## src/rtl/pbc_pkg.sv

```systemverilog
// shared types and constants for the porta bigram cipher
package pbc_pkg;

    // field and storage widths
    localparam int SYM_W     = 8;
    localparam int NUM_W     = 10;
    localparam int IDX_W     = 5;
    localparam int LEN_W     = 6;
    localparam int WORD_W    = 64;
    localparam int NUM_WORDS = 4;
    localparam int CFG_IDX_W = 3;
    localparam int CNT_W     = $clog2(NUM_W);

    // last step of the shift-subtract divider
    localparam logic [CNT_W-1:0] DIV_LAST = CNT_W'(NUM_W - 1);

    // register reset values
    localparam logic [WORD_W-1:0] ALPHA0_RST = 64'h4847_4645_4443_4241;
    localparam logic [WORD_W-1:0] ALPHA1_RST = 64'h504F_4E4D_4C4B_4A49;
    localparam logic [WORD_W-1:0] ALPHA2_RST = 64'h5857_5655_5453_5251;
    localparam logic [WORD_W-1:0] ALPHA3_RST = 64'h0000_0000_0000_5A59;
    localparam logic [LEN_W-1:0]  LEN_RST    = 6'd26;
    localparam logic [SYM_W-1:0]  PAD_RST    = 8'h5A;

    // item and result kinds
    localparam logic KIND_ENCRYPT = 1'b0;
    localparam logic KIND_DECRYPT = 1'b1;
    localparam logic RES_NUMBER   = 1'b0;
    localparam logic RES_SYMBOL   = 1'b1;

    // configuration register indexes
    typedef enum logic [CFG_IDX_W-1:0] {
        CFG_ALPHA0 = 3'd0,
        CFG_ALPHA1 = 3'd1,
        CFG_ALPHA2 = 3'd2,
        CFG_ALPHA3 = 3'd3,
        CFG_LEN    = 3'd4,
        CFG_PAD    = 3'd5
    } t_cfg_idx;

endpackage

```

## src/rtl/porta_bigram_cipher.sv

```systemverilog
// porta bigram cipher: pair lookup scanner, shift-subtract divider and output register
//
// Encrypt items carry one symbol: the first of a pair is held and gives no
// result; the second (or a lone symbol flagged as message end, paired with the
// pad symbol) starts a scan of the alphabet, one position per cycle, and yields
// one number, row * length + column. Decrypt items carry one number that a
// radix-2 divider splits into quotient and remainder, one bit a cycle; two
// symbol words follow, quotient first. The length bounds the scan and the
// 10-bit number width sets the divider steps. One item is in work at a time
// and the input is ready again once the last word is taken. Configuration is
// taken every cycle and must only be written while the block is idle.
module porta_bigram_cipher
    import pbc_pkg::*;
#(
    parameter int ALPHABET_SIZE = 32
) (
    input  logic                 i_clk,
    input  logic                 i_rst_n,
    // input item channel
    input  logic                 i_valid,
    output logic                 o_ready,
    input  logic                 i_kind,
    input  logic [SYM_W-1:0]     i_plain_symbol,
    input  logic [NUM_W-1:0]     i_cipher_number,
    input  logic                 i_message_end,
    // result channel
    output logic                 o_valid,
    input  logic                 i_ready,
    output logic                 o_result_kind,
    output logic [NUM_W-1:0]     o_number_out,
    output logic [SYM_W-1:0]     o_symbol_out,
    output logic                 o_run_last,
    output logic                 o_out_of_range,
    // configuration write channel
    input  logic                 i_cfg_valid,
    output logic                 o_cfg_ready,
    input  logic [CFG_IDX_W-1:0] i_cfg_index,
    input  logic [WORD_W-1:0]    i_cfg_data
);

    localparam logic [LEN_W-1:0] LEN_MAX = LEN_W'(ALPHABET_SIZE);

    typedef enum logic [2:0] {
        S_IDLE,
        S_SCAN,
        S_PAIR,
        S_DIV,
        S_LOAD,
        S_OUT
    } t_state;

    t_state r_state;

    // configuration registers
    logic [WORD_W-1:0] r_alpha [NUM_WORDS];
    logic [LEN_W-1:0]  r_len;
    logic [SYM_W-1:0]  r_pad;

    // pair state
    logic [SYM_W-1:0]  r_held;
    logic              r_holding;

    // scan registers
    logic [SYM_W-1:0]  r_a;
    logic [SYM_W-1:0]  r_b;
    logic [IDX_W-1:0]  r_x;
    logic [IDX_W-1:0]  r_y;
    logic              r_fa;
    logic              r_fb;
    logic [IDX_W-1:0]  r_idx;

    // divider registers
    logic [NUM_W-1:0]  r_quo;
    logic [IDX_W-1:0]  r_rem;
    logic [CNT_W-1:0]  r_cnt;

    // output word register
    logic              r_o_valid;
    logic              r_res_kind;
    logic [NUM_W-1:0]  r_number;
    logic [SYM_W-1:0]  r_symbol;
    logic              r_last;
    logic              r_oor;

    logic [LEN_W-1:0]  w_len;
    logic [IDX_W-1:0]  w_lk_idx;
    logic [SYM_W-1:0]  w_lk_sym;
    logic              w_a_hit;
    logic              w_b_hit;
    logic              w_fa;
    logic              w_fb;
    logic              w_scan_done;
    logic [NUM_W-1:0]  w_prod;
    logic [NUM_W-1:0]  w_pair_num;
    logic [LEN_W-1:0]  w_trial;
    logic              w_qbit;
    logic [IDX_W-1:0]  w_rem_next;
    logic              w_q_over;

    // effective length, saturated to 1..ALPHABET_SIZE
    always_comb begin
        if (r_len == '0) begin
            w_len = LEN_W'(1);
        end else if (r_len > LEN_MAX) begin
            w_len = LEN_MAX;
        end else begin
            w_len = r_len;
        end
    end

    // single alphabet read port, address chosen by the sequencer
    always_comb begin
        case (r_state)
            S_SCAN:  w_lk_idx = r_idx;
            S_OUT:   w_lk_idx = r_rem;
            default: w_lk_idx = r_quo[IDX_W-1:0];
        endcase
    end
    assign w_lk_sym = r_alpha[w_lk_idx[IDX_W-1:3]][{w_lk_idx[2:0], 3'b000} +: SYM_W];

    // scan compare, most recent match wins until both are found
    assign w_a_hit     = (r_a == w_lk_sym);
    assign w_b_hit     = (r_b == w_lk_sym);
    assign w_fa        = r_fa | w_a_hit;
    assign w_fb        = r_fb | w_b_hit;
    assign w_scan_done = (w_fa && w_fb) || ({1'b0, r_idx} == (w_len - LEN_W'(1)));

    // pair number: row * length + column
    assign w_prod     = NUM_W'({{(NUM_W-IDX_W){1'b0}}, r_x} * {{(NUM_W-LEN_W){1'b0}}, w_len});
    assign w_pair_num = w_prod + {{(NUM_W-IDX_W){1'b0}}, r_y};

    // one restoring divider step
    assign w_trial    = {r_rem, r_quo[NUM_W-1]};
    assign w_qbit     = (w_trial >= w_len);
    assign w_rem_next = w_qbit ? IDX_W'(w_trial - w_len) : w_trial[IDX_W-1:0];
    assign w_q_over   = (r_quo >= {{(NUM_W-LEN_W){1'b0}}, w_len});

    // sequencer, configuration and output register
    always_ff @(posedge i_clk) begin
        if (!i_rst_n) begin
            r_state    <= S_IDLE;
            r_alpha[0] <= ALPHA0_RST;
            r_alpha[1] <= ALPHA1_RST;
            r_alpha[2] <= ALPHA2_RST;
            r_alpha[3] <= ALPHA3_RST;
            r_len      <= LEN_RST;
            r_pad      <= PAD_RST;
            r_held     <= '0;
            r_holding  <= 1'b0;
            r_o_valid  <= 1'b0;
        end else begin
            // register writes
            if (i_cfg_valid) begin
                case (t_cfg_idx'(i_cfg_index))
                    CFG_ALPHA0: r_alpha[0] <= i_cfg_data;
                    CFG_ALPHA1: r_alpha[1] <= i_cfg_data;
                    CFG_ALPHA2: r_alpha[2] <= i_cfg_data;
                    CFG_ALPHA3: r_alpha[3] <= i_cfg_data;
                    CFG_LEN:    r_len      <= i_cfg_data[LEN_W-1:0];
                    CFG_PAD:    r_pad      <= i_cfg_data[SYM_W-1:0];
                    default:    ;
                endcase
            end

            case (r_state)
                S_IDLE: begin
                    if (i_valid) begin
                        r_idx <= '0;
                        r_fa  <= 1'b0;
                        r_fb  <= 1'b0;
                        r_x   <= '0;
                        r_y   <= '0;
                        if (i_kind == KIND_DECRYPT) begin
                            r_quo   <= i_cipher_number;
                            r_rem   <= '0;
                            r_cnt   <= '0;
                            r_state <= S_DIV;
                        end else if (r_holding) begin
                            r_a       <= r_held;
                            r_b       <= i_plain_symbol;
                            r_held    <= '0;
                            r_holding <= 1'b0;
                            r_state   <= S_SCAN;
                        end else if (i_message_end) begin
                            r_a     <= i_plain_symbol;
                            r_b     <= r_pad;
                            r_state <= S_SCAN;
                        end else begin
                            r_held    <= i_plain_symbol;
                            r_holding <= 1'b1;
                        end
                    end
                end
                S_SCAN: begin
                    if (w_a_hit) begin
                        r_x <= r_idx;
                    end
                    if (w_b_hit) begin
                        r_y <= r_idx;
                    end
                    r_fa  <= w_fa;
                    r_fb  <= w_fb;
                    r_idx <= r_idx + IDX_W'(1);
                    if (w_scan_done) begin
                        r_state <= S_PAIR;
                    end
                end
                S_PAIR: begin
                    r_o_valid  <= 1'b1;
                    r_res_kind <= RES_NUMBER;
                    r_number   <= w_pair_num;
                    r_symbol   <= '0;
                    r_last     <= 1'b1;
                    r_oor      <= 1'b0;
                    r_state    <= S_OUT;
                end
                S_DIV: begin
                    r_rem <= w_rem_next;
                    r_quo <= {r_quo[NUM_W-2:0], w_qbit};
                    r_cnt <= r_cnt + CNT_W'(1);
                    if (r_cnt == DIV_LAST) begin
                        r_state <= S_LOAD;
                    end
                end
                S_LOAD: begin
                    // quotient symbol word
                    r_o_valid  <= 1'b1;
                    r_res_kind <= RES_SYMBOL;
                    r_number   <= '0;
                    r_symbol   <= w_q_over ? '0 : w_lk_sym;
                    r_last     <= 1'b0;
                    r_oor      <= w_q_over;
                    r_state    <= S_OUT;
                end
                S_OUT: begin
                    if (i_ready) begin
                        if (!r_last) begin
                            // remainder symbol word
                            r_symbol <= w_lk_sym;
                            r_oor    <= 1'b0;
                            r_last   <= 1'b1;
                        end else begin
                            r_o_valid <= 1'b0;
                            r_state   <= S_IDLE;
                        end
                    end
                end
                default: begin
                    r_o_valid <= 1'b0;
                    r_state   <= S_IDLE;
                end
            endcase
        end
    end

    // port drive
    assign o_ready        = (r_state == S_IDLE);
    assign o_cfg_ready    = 1'b1;
    assign o_valid        = r_o_valid;
    assign o_result_kind  = r_res_kind;
    assign o_number_out   = r_number;
    assign o_symbol_out   = r_symbol;
    assign o_run_last     = r_last;
    assign o_out_of_range = r_oor;

    // checks
    a_ready_no_word: assert property (@(posedge i_clk) disable iff (!i_rst_n)
        o_ready |-> !o_valid)
        else $error("input ready while a result word is pending");

    a_oor_zero_sym: assert property (@(posedge i_clk) disable iff (!i_rst_n)
        (o_valid && o_out_of_range) |-> (o_symbol_out == '0 && o_result_kind == RES_SYMBOL
            && !o_run_last))
        else $error("out of range word with nonzero symbol or wrong kind");

    a_last_ends_run: assert property (@(posedge i_clk) disable iff (!i_rst_n)
        (o_valid && i_ready && o_run_last) |=> (!o_valid && o_ready))
        else $error("word after the last word of a run");

    a_held_clear: assert property (@(posedge i_clk) disable iff (!i_rst_n)
        !r_holding |-> (r_held == '0))
        else $error("held symbol not cleared while nothing is held");

endmodule
```

## config.mk

```make
export PLATFORM = sky130hd
export DESIGN_NAME = porta_bigram_cipher
export DESIGN_NICKNAME = d
export VERILOG_FILES = /design/src/rtl/pbc_pkg.sv /design/src/rtl/porta_bigram_cipher.sv
export SDC_FILE = /design/constraint.sdc
export NUM_CORES = 1
export LEC_CHECK = 0
export BUFFER_PORTS_ARGS = -buffer_cell sky130_fd_sc_hd__buf_2
export CORE_ASPECT_RATIO = 1.4
export CORE_UTILIZATION = 50
export DETAILED_ROUTE_END_ITERATION = 7
export GPL_ROUTABILITY_DRIVEN = 0
export MAX_ROUTING_LAYER = met4
export PLACE_DENSITY = 0.68
export SYNTH_ARGS = -nofsm -noshare
export SYNTH_HDL_FRONTEND = slang
export SYNTH_SLANG_ARGS = --single-unit
```

## constraint.sdc

```tcl
create_clock -name i_clk -period 9.5 [get_ports i_clk]
set_clock_uncertainty 0.15 [all_clocks]
set_input_delay 1.9 -clock i_clk [delete_from_list [all_inputs] [get_ports i_clk]]
set_output_delay 1.9 -clock i_clk [all_outputs]
set_load 0.01 [all_outputs]
```

; Word level (Yosys, flattened, before mapping)
; Memories as Yosys holds them, arrays and structs flattened.
; Cells that the tools add are included.
[classes]
n_mul = 1
n_bitwise = 8
n_reduce_logical = 26
addsub = 5
n_lt_le_gt_ge = 3
mux = 74
eq_ne = 25
n_shift = 1
[op_table]
columns = op, count
row1 = $mux 64, 4
row2 = $mux 8, 9
row3 = $shiftx 64x7->8, 1
row4 = $pmux 5 s2, 5
row5 = $pmux 10 s2, 2
row6 = $mux 5, 6
row7 = $mux 1, 25
row8 = $mux 3, 8
row9 = $pmux 8 s3, 1
row10 = $mux 10, 2
row11 = $reduce_and 4->1, 5
row12 = $eq 8x8->1, 2
row13 = $ne 2x2->1 const B, 8
row14 = $pmux 3 s5, 1
row15 = $eq 3x2->1 const B, 4
row16 = $eq 3x3->1 const B, 4
row17 = $mux 6, 2
row18 = $reduce_and 3->1, 4
row19 = $add 10x5->10, 1
row20 = $ge 10x6->1, 1
row21 = $mul 5x6->10, 1
row22 = $pmux 1 s3, 3
row23 = $mux 4, 2
row24 = $pmux 4 s2, 1
row25 = 25 further kinds, 41
[word_totals]
mem_count = 1
ramBits = 256
reg_bits = 100
out_inout_bits = 24
input_bits = 92
[memory_table]
columns = memory, depth, word_bits, rd, rd_clocked_by_memory_dff, wr, line
row1 = r_alpha, 4, 64, 1, 0, 4, porta_bigram_cipher.sv:55  ; logic [WORD_W-1:0] r_alpha [NUM_WORDS];

; Depth between registers and ports, before layout
; Gate-level depths: netlist (run 1).
; An unclocked memory read counts as a cell.
[logic_depth]
word_depth = 10
depth_mapped = 17
ltp_nobuf = 17

; Least setup slack after synthesis (run 1)
; Ideal clock, no wire load.
[synth_path]
path_kind = input -> register
from = input port i_cfg_index[0]
to = memory r_alpha[0][0], enable pin
arrival_ns = 7.124
setup_ns = 0.582
path_stages = 4
setup_slack_ns = 1.644
required_ns = 8.768
cell_sequence = nand2b_1 clkbuf_1 clkbuf_1 o31ai_1
[synth_lines]
columns = item, line
row1 = from (decl), porta_bigram_cipher.sv:37  ; input logic [CFG_IDX_W-1:0] i_cfg_index,
row2 = to (decl), porta_bigram_cipher.sv:55

; Worst setup path in the final report (run 1)
[layout_path]
from = register r_state[0]
to = register r_y[1], enable pin
[layout_via]
elab_chain_cells = 7
word_cells_on_any_way = 11
[layout_lines]
columns = item, line
row1 = from (decl), porta_bigram_cipher.sv:52  ; t_state r_state;
row2 = from (signal assigned), porta_bigram_cipher.sv:141  ; r_state <= S_IDLE;
row3 = from (signal assigned), porta_bigram_cipher.sv:177  ; r_state <= S_DIV;
row4 = from (signal assigned), porta_bigram_cipher.sv:183  ; r_state <= S_SCAN;
row5 = $eq 3x3->1 / $eq 3x1->1 (equally long branches), "porta_bigram_cipher.sv:113, porta_bigram_cipher.sv:165"
row6 = $pmux 5 s2, porta_bigram_cipher.sv:113  ; case (r_state)
row7 = $mem_v2 4x64, -
row8 = $shiftx 64x7->8, porta_bigram_cipher.sv:119  ; assign w_lk_sym = r_alpha[w_lk_idx[IDX_W-1:3]][{w_lk_idx[2:0], 3'b000} +: SYM_W];
row9 = $eq 8x8->1, porta_bigram_cipher.sv:123  ; assign w_b_hit = (r_b == w_lk_sym);
row10 = $ne 2x2->1 (no line), -
row11 = $reduce_and 4->1 (no line) *, -
row12 = to (signal assigned), porta_bigram_cipher.sv:199  ; r_y <= r_idx;
row13 = to (decl), porta_bigram_cipher.sv:67  ; logic [IDX_W-1:0] r_y;
; Mark *: on every way between the ends. The rest lies on a longest branch, timed or not.
; A chain may end at the register's enable or synchronous reset.

==> results_dict.tcl, run 1 <==
set metrics [dict create \
    status "finished clean" \
    p_leak_nw 7.52 \
    wl_per_cell_um 21.8 \
    ys_seq_elements 356 \
    setup-violations-final 0 \
    dr_wl_met3_um 2870 \
    fin_tns_setup_ns 0 \
    max_slew.worst_pin.slew_ns 1.13 \
    ant_nets 0 \
    synth_fp_nets 1718 \
    p_int_w 0.00336 \
    drc 0 \
    synth_area_um2 18100 \
    finalWirelength_um 46500 \
    routed.top_layer "met4" \
    period_needed_ns 5.42 \
    io_pins 116 \
    synthFlopType "edfxtp_1" \
    syn_avg_cell_area_um2 11.5 \
    yosysWarningCount 0 \
    ctsResizeCount 0 \
    cp_slowest_cell "buf_4" \
    cts_buffer_depth 3 \
    antenna_found_initial 1 \
    ir_worst_vdd_mv 0.186 \
    swShare 0.362 \
    post_cts_buffers 0 \
    dr.pass1.iters 5 \
    rsz0062_at_grt "no" \
    hpwlAfterDp_um 29500 \
    power_frac_seq 0.383 \
    setup.worst_path.start_class "register" \
    grt_pass1_wl_um 71100 \
    htree_levels 2 \
    power_w 0.00526 \
    hold_ws_ns 0.314 \
    hold_buffers 0 \
    grt-ovfl-total 0 \
    finalHoldViolations 0 \
    setup_ws_ns 4.08 \
    drv_cap 0 \
    cpPeakStageDelay_ns 0.73 \
    pre_cts_slack_ns 4.18 \
    grt_usage 0.264 \
    via_per_inst 5.85 \
    cp_cell_sequence "nor2b_4, mux2i_4, buf_4, buf_4, mux2i_1, a221oi_1, a21oi_1, nor4b_2, o21ba_1, o22ai_1, or3_1, a21oi_1" \
    io_buffers 114 \
    p_per_area_nw_per_um2 261 \
    cts_sinks 356 \
    synth-simple-area-share 0.206 \
    synth_cell_types 63 \
    clock_latency_ns 0.56 \
    die_x_um 163 \
    wl_met2_um 24100 \
    placement_rows 82 \
    worst-setup-path-type "register to register" \
    root_buffer "clkbuf_16" \
    synth-async-reset-ratio 0 \
    max_slew_margin 0.248 \
    grt_max_degree 85 \
    synth_top_family_by_area "simple AND/OR/NAND/NOR gates" \
    synth_xor_area_frac 0.0155 \
    initial_core_util 0.507 \
    worst_setup_path_end_kind "register" \
    core_area_um2 35700 \
    path_clk_slew_ns 0.06 \
    max_freq_ghz 0.185 \
    synthCells 1574 \
    cts_tree "done" \
    final_util 0.563 \
    ys_seq_area_frac 0.576 \
    slew_viol_final 0 \
    wl_met1_um 17400 \
    drive_gt1_frac 0.140 \
    p_clk_frac 0.264 \
    synth_compound_area_frac 0.0824 \
    period_share 0.570 \
    critPathRequiredTime_ns 9.54 \
    netSwitchingPower_w 0.00190 \
    drt_iter0_drc 918 \
    hp-class "register to register" \
    via_count 12491 \
    cts_made_buffers 36 \
    die_h_um 227 \
    cp.arrival_ns 5.45 \
    synth-edff-count 329 \
    synthMuxAreaShare 0.0413 \
    fp.dieArea_um2 37000 \
    syn2layout_area_growth_pct 11.1 \
    grt_pass1_vias 12457 \
    fin_nets 1793 \
    comb_power_share 0.353 \
    path_max_fanout 68 \
    synthAdderAreaFrac 0.0430 \
]
[Yosys cell counts (all sizes together) (4+ instances only)]
cell / number / area share
or3: 91 / 0.031
o31ai: 5 / 0.0021
xnor2: 23 / 0.011
clkbuf: 51 / 0.011
nand2b: 7 / 0.0024
nor3: 9 / 0.0025
ha: 35 / 0.024
nor2: 62 / 0.013
nand3b: 4 / 0.0017
o21ai: 15 / 0.0041
nand2: 239 / 0.050
a21oi: 80 / 0.022
mux2: 24 / 0.015
a32oi: 38 / 0.020
inv: 38 / 0.0079
and3: 13 / 0.0045
a21boi: 5 / 0.0021
mux2i: 45 / 0.026
a22oi: 6 / 0.0030
nor3b: 4 / 0.0017
fa: 17 / 0.019
edfxtp: 329 / 0.55
o21a: 5 / 0.0021
and2: 200 / 0.069
a31oi: 7 / 0.0024
or4: 4 / 0.0017
nand3: 50 / 0.014
a21o: 17 / 0.0071
nor2b: 31 / 0.011
a221oi: 8 / 0.0039
dfxtp: 27 / 0.030
xor2: 9 / 0.0044
buf: 46 / 0.018
[critical path: cells and delay by family, from the launching register on]
kind                   cells  cell delay [ns]
buffers and inverters      2             1.22
muxes                      2             0.56
AOI/OAI and AO/OA          5             0.98
and+or+nand+nor            3             1.46
DFF                        1             0.61
[routing by layer]
layer | GRT usage | vias up
met5 | - | -
met4 | 0.126 | 0
met3 | 0.0353 | 128
met2 | 0.458 | 470
met1 | 0.300 | 6127
li1 | - | 5766
[power groups by stage]
stage / Combinational, W / Sequential, W / Clock [W]
5_1_grt: 0.00204 / 0.00203 / 0.00146
3_5_place_dp: 0.00185 / 0.00204 / 0
6_report: 0.00186 / 0.00201 / 0.00139
3_3_place_gp: 0.00180 / 0.00204 / 0
4_1_cts: 0.00186 / 0.00201 / 0.00141
2_1_floorplan: 0.00139 / 0.00202 / 0
[area by class of cell]
| class | count | area (um^2) |
|---|---|---|
| antenna | 1 | 2.50 |
| clock buffer | 46 | 960 |
| clock inverter | 17 | 159 |
| fill | 3039 | 15600 |
| inverter | 38 | 143 |
| multi-input combinational | 1083 | 7120 |
| sequential | 356 | 10400 |
| tap | 462 | 578 |
| timing repair buffer | 134 | 721 |
[cell usage in the layout (no fill, tap or decap), types with 9 or more instances in the layout]
cell and n:
a32oi_1 35, clkbuf_1 9, o21ai_0 12, a21oi_1 80, clkbuf_16 37, inv_1 38
dfxtp_1 27, and3_1 13, nor2_1 53, xor2_1 9, mux2i_1 42, nand3_1 50
nor3_1 9, xnor2_1 23, ha_1 35, mux2_2 22, nand2_1 239, edfxtp_1 329
nor2b_1 30, a21o_1 17, or3_1 91, and2_1 200, buf_4 20, fa_1 17
buf_2 114
[path summary, 6_finish.rpt]
check                           slack [ns]  cells past startpoint  startpoint  endpoint
worst max-delay path                  4.08                     12  r_state[0]    r_y[1]
worst max register to register        4.08                     12  r_state[0]    r_y[1]
worst min-delay path                  0.31                      2    r_pad[1]  r_pad[1]
worst min register to register        0.31                      2    r_pad[1]  r_pad[1]
[state kept, by name, indices dropped and copies added, names as in the netlist, 3 cells and up]
register and cells:
r_cnt 4, r_len 6, o_symbol_out 8, r_pad 8, r_held 8, r_y 5, r_a 8, r_alpha 256
r_b 8, r_state 3, r_x 5, r_rem 5, o_number_out 10, r_idx 5, r_quo 10
[metrics by stage]
step	cell area [um^2]	std cells
floorplan	18100	1574
finish	20100	2137
CTS	20100	2136
global placement	19000	2073
detailed placement	19000	2073
global route	20100	2136
[cells by family (layout without fill, tap and decap cells)]
family	after synthesis	in the layout
compound gates	208	208
xor+xnor	32	32
fa+ha+maj	52	52
buf+inv	135	235
flops	356	356
mux	69	69
other cells	1	2
simple gates	721	721
No activity file was read; power rests on OpenSTA's default activity.
==> inputs of run 2 (changes only) <==
==> constraint.sdc (replaced) <==
create_clock -name i_clk -period 5.42 [get_ports i_clk]
set_clock_uncertainty 0.15 [all_clocks]
set_input_delay 1.084 -clock i_clk [delete_from_list [all_inputs] [get_ports i_clk]]
set_output_delay 1.084 -clock i_clk [all_outputs]
set_load 0.01 [all_outputs]
==> run 2 against run 1 <==
- non-clock buffer count rose by 14
- cell count rose by 0.70%
- utilization rose by 0.41 points
- flip-flop and latch count did not move
- hold slack improved by 0.0035 ns
- die area did not move
==> results_dict.tcl, run 2 (same netlist as run 1, synthesis figures left out) <==
set metrics [dict create \
    placed_cell_area_um2 19100 \
    wl_met2_um 24400 \
    hpwlAfterDp_um 30800 \
    htree_levels 2 \
    crit_start "r_state[0]" \
    drv_cap 0 \
    period_share 0.863 \
    max_slew.worst_pin.slew_ns 1.10 \
    grt_pass1_vias 12595 \
    antenna_found_initial 1 \
    cts_tree "done" \
    r2r_start "r_state[0]" \
    holdCritStartpoint "r_pad[5]" \
    syn2layout_area_growth_pct 11.9 \
    cp.arrival_ns 4.70 \
    path_max_fanout 57 \
    grt_pass1_wl_um 70800 \
    max_freq_ghz 0.214 \
    clock_latency_ns 0.55 \
    wl_per_cell_um 21.6 \
    cts_made_buffers 36 \
    cts_buffer_depth 3 \
    p_int_w 0.00592 \
    hold_buffers 0 \
    slew_viol_final 0 \
    rsz0062_at_grt "no" \
    comb_power_share 0.364 \
    routed.top_layer "met4" \
    p_clk_frac 0.257 \
    period_needed_ns 4.68 \
    path_clk_slew_ns 0.06 \
    ant_nets 0 \
    stdcell_area_um2 20200 \
    drc 0 \
    swShare 0.359 \
    finalWirelength_um 46500 \
    drive_gt1_frac 0.150 \
    p_per_area_nw_per_um2 456 \
    core_area_um2 35700 \
    netSwitchingPower_w 0.00331 \
    grt_usage 0.264 \
    via_count 12446 \
    io_pins 116 \
    p_leak_nw 7.62 \
    ir_worst_vdd_mv 0.319 \
    dr_wl_met3_um 2540 \
    dr.pass1.iters 5 \
    cts_sinks 356 \
    via_per_inst 5.78 \
    fin_tns_setup_ns 0 \
    wl_met1_um 17700 \
    die_h_um 227 \
    fin_nets 1807 \
    setup-violations-final 0 \
    layout_commonest_cell "edfxtp_1" \
    pre_cts_slack_ns 0.824 \
    drt_iter0_drc 884 \
    die_x_um 163 \
    holdPathStages 2 \
    hp-class "register to register" \
    status "finished clean" \
    setup_ws_ns 0.745 \
    worst_setup_path_end_kind "register" \
    fp.dieArea_um2 37000 \
    io_buffers 114 \
    fillers 3005 \
    placement_rows 82 \
    grt-ovfl-total 0 \
    reg2reg_depth 12 \
    whs_endpoint "r_pad[5]" \
    root_buffer "clkbuf_16" \
    power_frac_seq 0.380 \
    power_w 0.00923 \
    final_cell_mix "edfxtp_1, nand2_1, and2_1, buf_2, or3_1" \
    post_cts_buffers 0 \
    max_slew_margin 0.266 \
    grt_max_degree 65 \
    initial_core_util 0.507 \
    worst-setup-path-type "register to register" \
    finalHoldViolations 0 \
    largest_reg_flops 256 \
    timing.rr.end "r_x[1]" \
    rrSetupSlack_ns 0.74 \
    largest_register "r_alpha" \
    setup.worst_path.start_class "register" \
    ctsResizeCount 0 \
    critPathRequiredTime_ns 5.45 \
]
## run 2: how the worst max path moves through the flow
| stage | end | slack [ns] | cells past startpoint |
|---|---|---|---|
| 2_1_floorplan | r_alpha[2][0] | 0.33 | 4 |
| 3_3_place_gp | r_y[0] | 0.90 | 12 |
| 3_5_place_dp | r_y[1] | 0.82 | 12 |
| 4_1_cts | r_y[2] | 0.82 | 12 |
| 5_1_grt | r_y[2] | 0.49 | 12 |
| 6_report | r_x[1] | 0.74 | 12 |
## run 2: layout make-up
| cell class | count | area, um^2 | area share |
|---|---|---|---|
| inverter | 38 | 143 | 0.00704 |
| clock inverter | 19 | 121 | 0.00599 |
| timing repair buffer | 148 | 888 | 0.0439 |
| sequential | 356 | 10400 | 0.515 |
| antenna | 1 | 2.50 | 0.000124 |
| multi-input combinational | 1083 | 7120 | 0.352 |
| tap | 462 | 578 | 0.0285 |
| clock buffer | 45 | 976 | 0.0482 |
## run 2: worst max-delay path, cell delays in order, from the launching register on
cell,delay (ns)
dfxtp_1,0.31
buf_4,0.19
nor2b_4,0.48
mux2i_4,0.72
buf_12,0.34
nand2_1,0.09
a32oi_1,0.21
a32oi_1,0.10
a22oi_1,0.57
xnor2_1,0.20
o2111ai_1,0.16
or3_1,0.37
a21oi_1,0.40
## run 2: power groups by stage
stage / registers [W] / clock network (W) / logic [W]
2_1_floorplan: 0.00353 / 0 / 0.00244
3_3_place_gp: 0.00356 / 0 / 0.00325
3_5_place_dp: 0.00356 / 0 / 0.00334
4_1_cts: 0.00351 / 0.00239 / 0.00336
5_1_grt: 0.00353 / 0.00249 / 0.00367
6_report: 0.00351 / 0.00237 / 0.00336
## run 2: metrics by stage
stage	utilization	hold WS, ns	instances
3_3_place_gp	0.536	0.298	2087
6_report	0.567	0.317	2152
3_5_place_dp	0.536	0.311	2087
4_1_cts	0.567	0.323	2151
2_1_floorplan	-	0.287	1574
5_1_grt	0.567	0.344	2152
## run 2: metal layers
layer / global-route usage / up-vias
met4: 0.112 / 0
met5: - / -
met1: 0.298 / 6097
met2: 0.467 / 444
met3: 0.0346 / 108
li1: - / 5797
==> inputs of run 3 (changes only) <==
==> constraint.sdc (replaced) <==
create_clock -name i_clk -period 5.9 [get_ports i_clk]
set_clock_uncertainty 0.15 [all_clocks]
set_input_delay 1.18 -clock i_clk [delete_from_list [all_inputs] [get_ports i_clk]]
set_output_delay 1.18 -clock i_clk [all_outputs]
set_load 0.01 [all_outputs]
==> run 3 against run 2 <==
- routed wire length is 1.4% higher
- sequential share of layout area is 0.060 points lower
- global-route usage is 0.25 points higher
- critical path type unchanged
- highest routed layer unchanged
==> results_dict.tcl, run 3 (same netlist as run 1, synthesis figures left out) <==
set metrics [dict create \
    fin_nets 1803 \
    largest_reg_flops 256 \
    finalHoldViolations 0 \
    status "finished clean" \
    die_x_um 163 \
    hp-class "register to register" \
    max_slew.worst_pin.slew_ns 1.10 \
    fillers 3050 \
    drc 0 \
    cp.arrival_ns 4.86 \
    setup.worst_path.start_class "register" \
    p_leak_nw 7.62 \
    post_cts_buffers 0 \
    final_cell_mix "edfxtp_1, nand2_1, and2_1, buf_2, or3_1" \
    cts_sinks 356 \
    root_buffer "clkbuf_16" \
    cts_made_buffers 36 \
    rsz0062_at_grt "no" \
    grt_usage 0.267 \
    drt_iter0_drc 859 \
    die_h_um 227 \
    period_share 0.821 \
    met3_usage 0.0288 \
    placed_cell_area_um2 19100 \
    path_max_fanout 37 \
    grtUsageMet2 0.474 \
    via_count 12553 \
    p_per_area_nw_per_um2 425 \
    grt-ovfl-total 0 \
    hpwlAfterDp_um 30800 \
    worst-setup-path-type "register to register" \
    stdcell_area_um2 20300 \
    slew_viol_final 0 \
    antennaDiodeCount 0 \
    hold_buffers 0 \
    cts_buffer_depth 3 \
    ant_nets 0 \
    finalWirelength_um 47200 \
    placement_rows 82 \
    fp.dieArea_um2 37000 \
    path_clk_slew_ns 0.06 \
    grtUsageMet1 0.296 \
    grt_max_degree 85 \
    critPathRequiredTime_ns 5.91 \
    fin_tns_setup_ns 0 \
    drive_gt1_frac 0.148 \
    wl_per_cell_um 22.0 \
    drv_cap 0 \
    worst_setup_path_end_kind "register" \
    cts_tree "done" \
    rrSetupSlack_ns 1.06 \
    layout_commonest_cell "edfxtp_1" \
    initial_core_util 0.507 \
    period_needed_ns 4.84 \
    setup-violations-final 0 \
    largest_register "r_alpha" \
    core_area_um2 35700 \
    syn2layout_area_growth_pct 12.0 \
    ir_worst_vdd_mv 0.299 \
    ctsResizeCount 0 \
    busiest_layer "met2" \
    htree_levels 2 \
    grt_pass1_wl_um 71800 \
    grt_pass1_vias 12769 \
    dr.pass1.iters 5 \
    max_freq_ghz 0.207 \
    io_pins 116 \
    max_slew_margin 0.265 \
    via_per_inst 5.85 \
    antenna_found_initial 0 \
    clock_latency_ns 0.55 \
    io_buffers 114 \
]
==> run 3: cell types whose count changed in the layout (fill, tap and decap cells not counted), sizes merged <==
cell / previous run / this run
buf: 148 / 144
bufinv: 1 / 4
clkinv: 15 / 13
inv: 41 / 40
diode: 1 / 0
==> run 3: worst paths after layout <==
path | from | endpoint | depth (start not counted)
setup reg to reg | r_state[0] | r_x[0] | 11
hold / removal | r_pad[6] | r_pad[6] | 2
hold reg to reg | r_pad[6] | r_pad[6] | 2
setup / recovery | r_state[0] | r_x[0] | 11
==> run 3: where the power goes <==
group / switching (W) / internal (W)
clock: 0.000980 / 0.00134
combinational: 0.00191 / 0.00113
sequential: 0.000169 / 0.00308
total: 0.00306 / 0.00555
==> run 3: metrics by stage <==
step	total power, W	std cells	hold slack (ns)	setup WS [ns]	utilization
after floorplan	0.00548	1574	0.287	0.716	-
after global placement	0.00623	2083	0.296	1.21	0.535
after detailed placement	0.00632	2083	0.303	1.05	0.535
after CTS	0.00863	2147	0.316	1.04	0.568
after global routing	0.00902	2147	0.343	0.756	0.568
final	0.00861	2147	0.313	1.06	0.568
==> run 3: worst max-delay path, cell delays in order, from the launching register on <==
cell and delay [ns]:
dfxtp_1 0.58, nor2b_4 0.53, mux2i_4 0.83, buf_12 0.31, mux2i_1 0.11, mux2i_1 0.21
a32oi_1 0.08, a22oi_1 0.52, xnor2_1 0.18, o2111ai_1 0.15, or3_1 0.36, a21oi_1 0.44
==> run 3: area by class of cell <==
class	instances	area (um^2)	share of cell area
multi-input cells	1083	7120	0.351
flip-flops and latches	356	10400	0.514
clock buffers	45	966	0.0476
well taps	462	578	0.0285
clock inverters	19	200	0.00987
repair buffers	144	846	0.0417
inverters	38	143	0.00704
==> run 3: routing by layer <==
metal  up-vias  share of wire
met2       425           0.53
li1       5787              -
met1      6216           0.38
met5         -              0
met3       125          0.047
met4         0          0.045
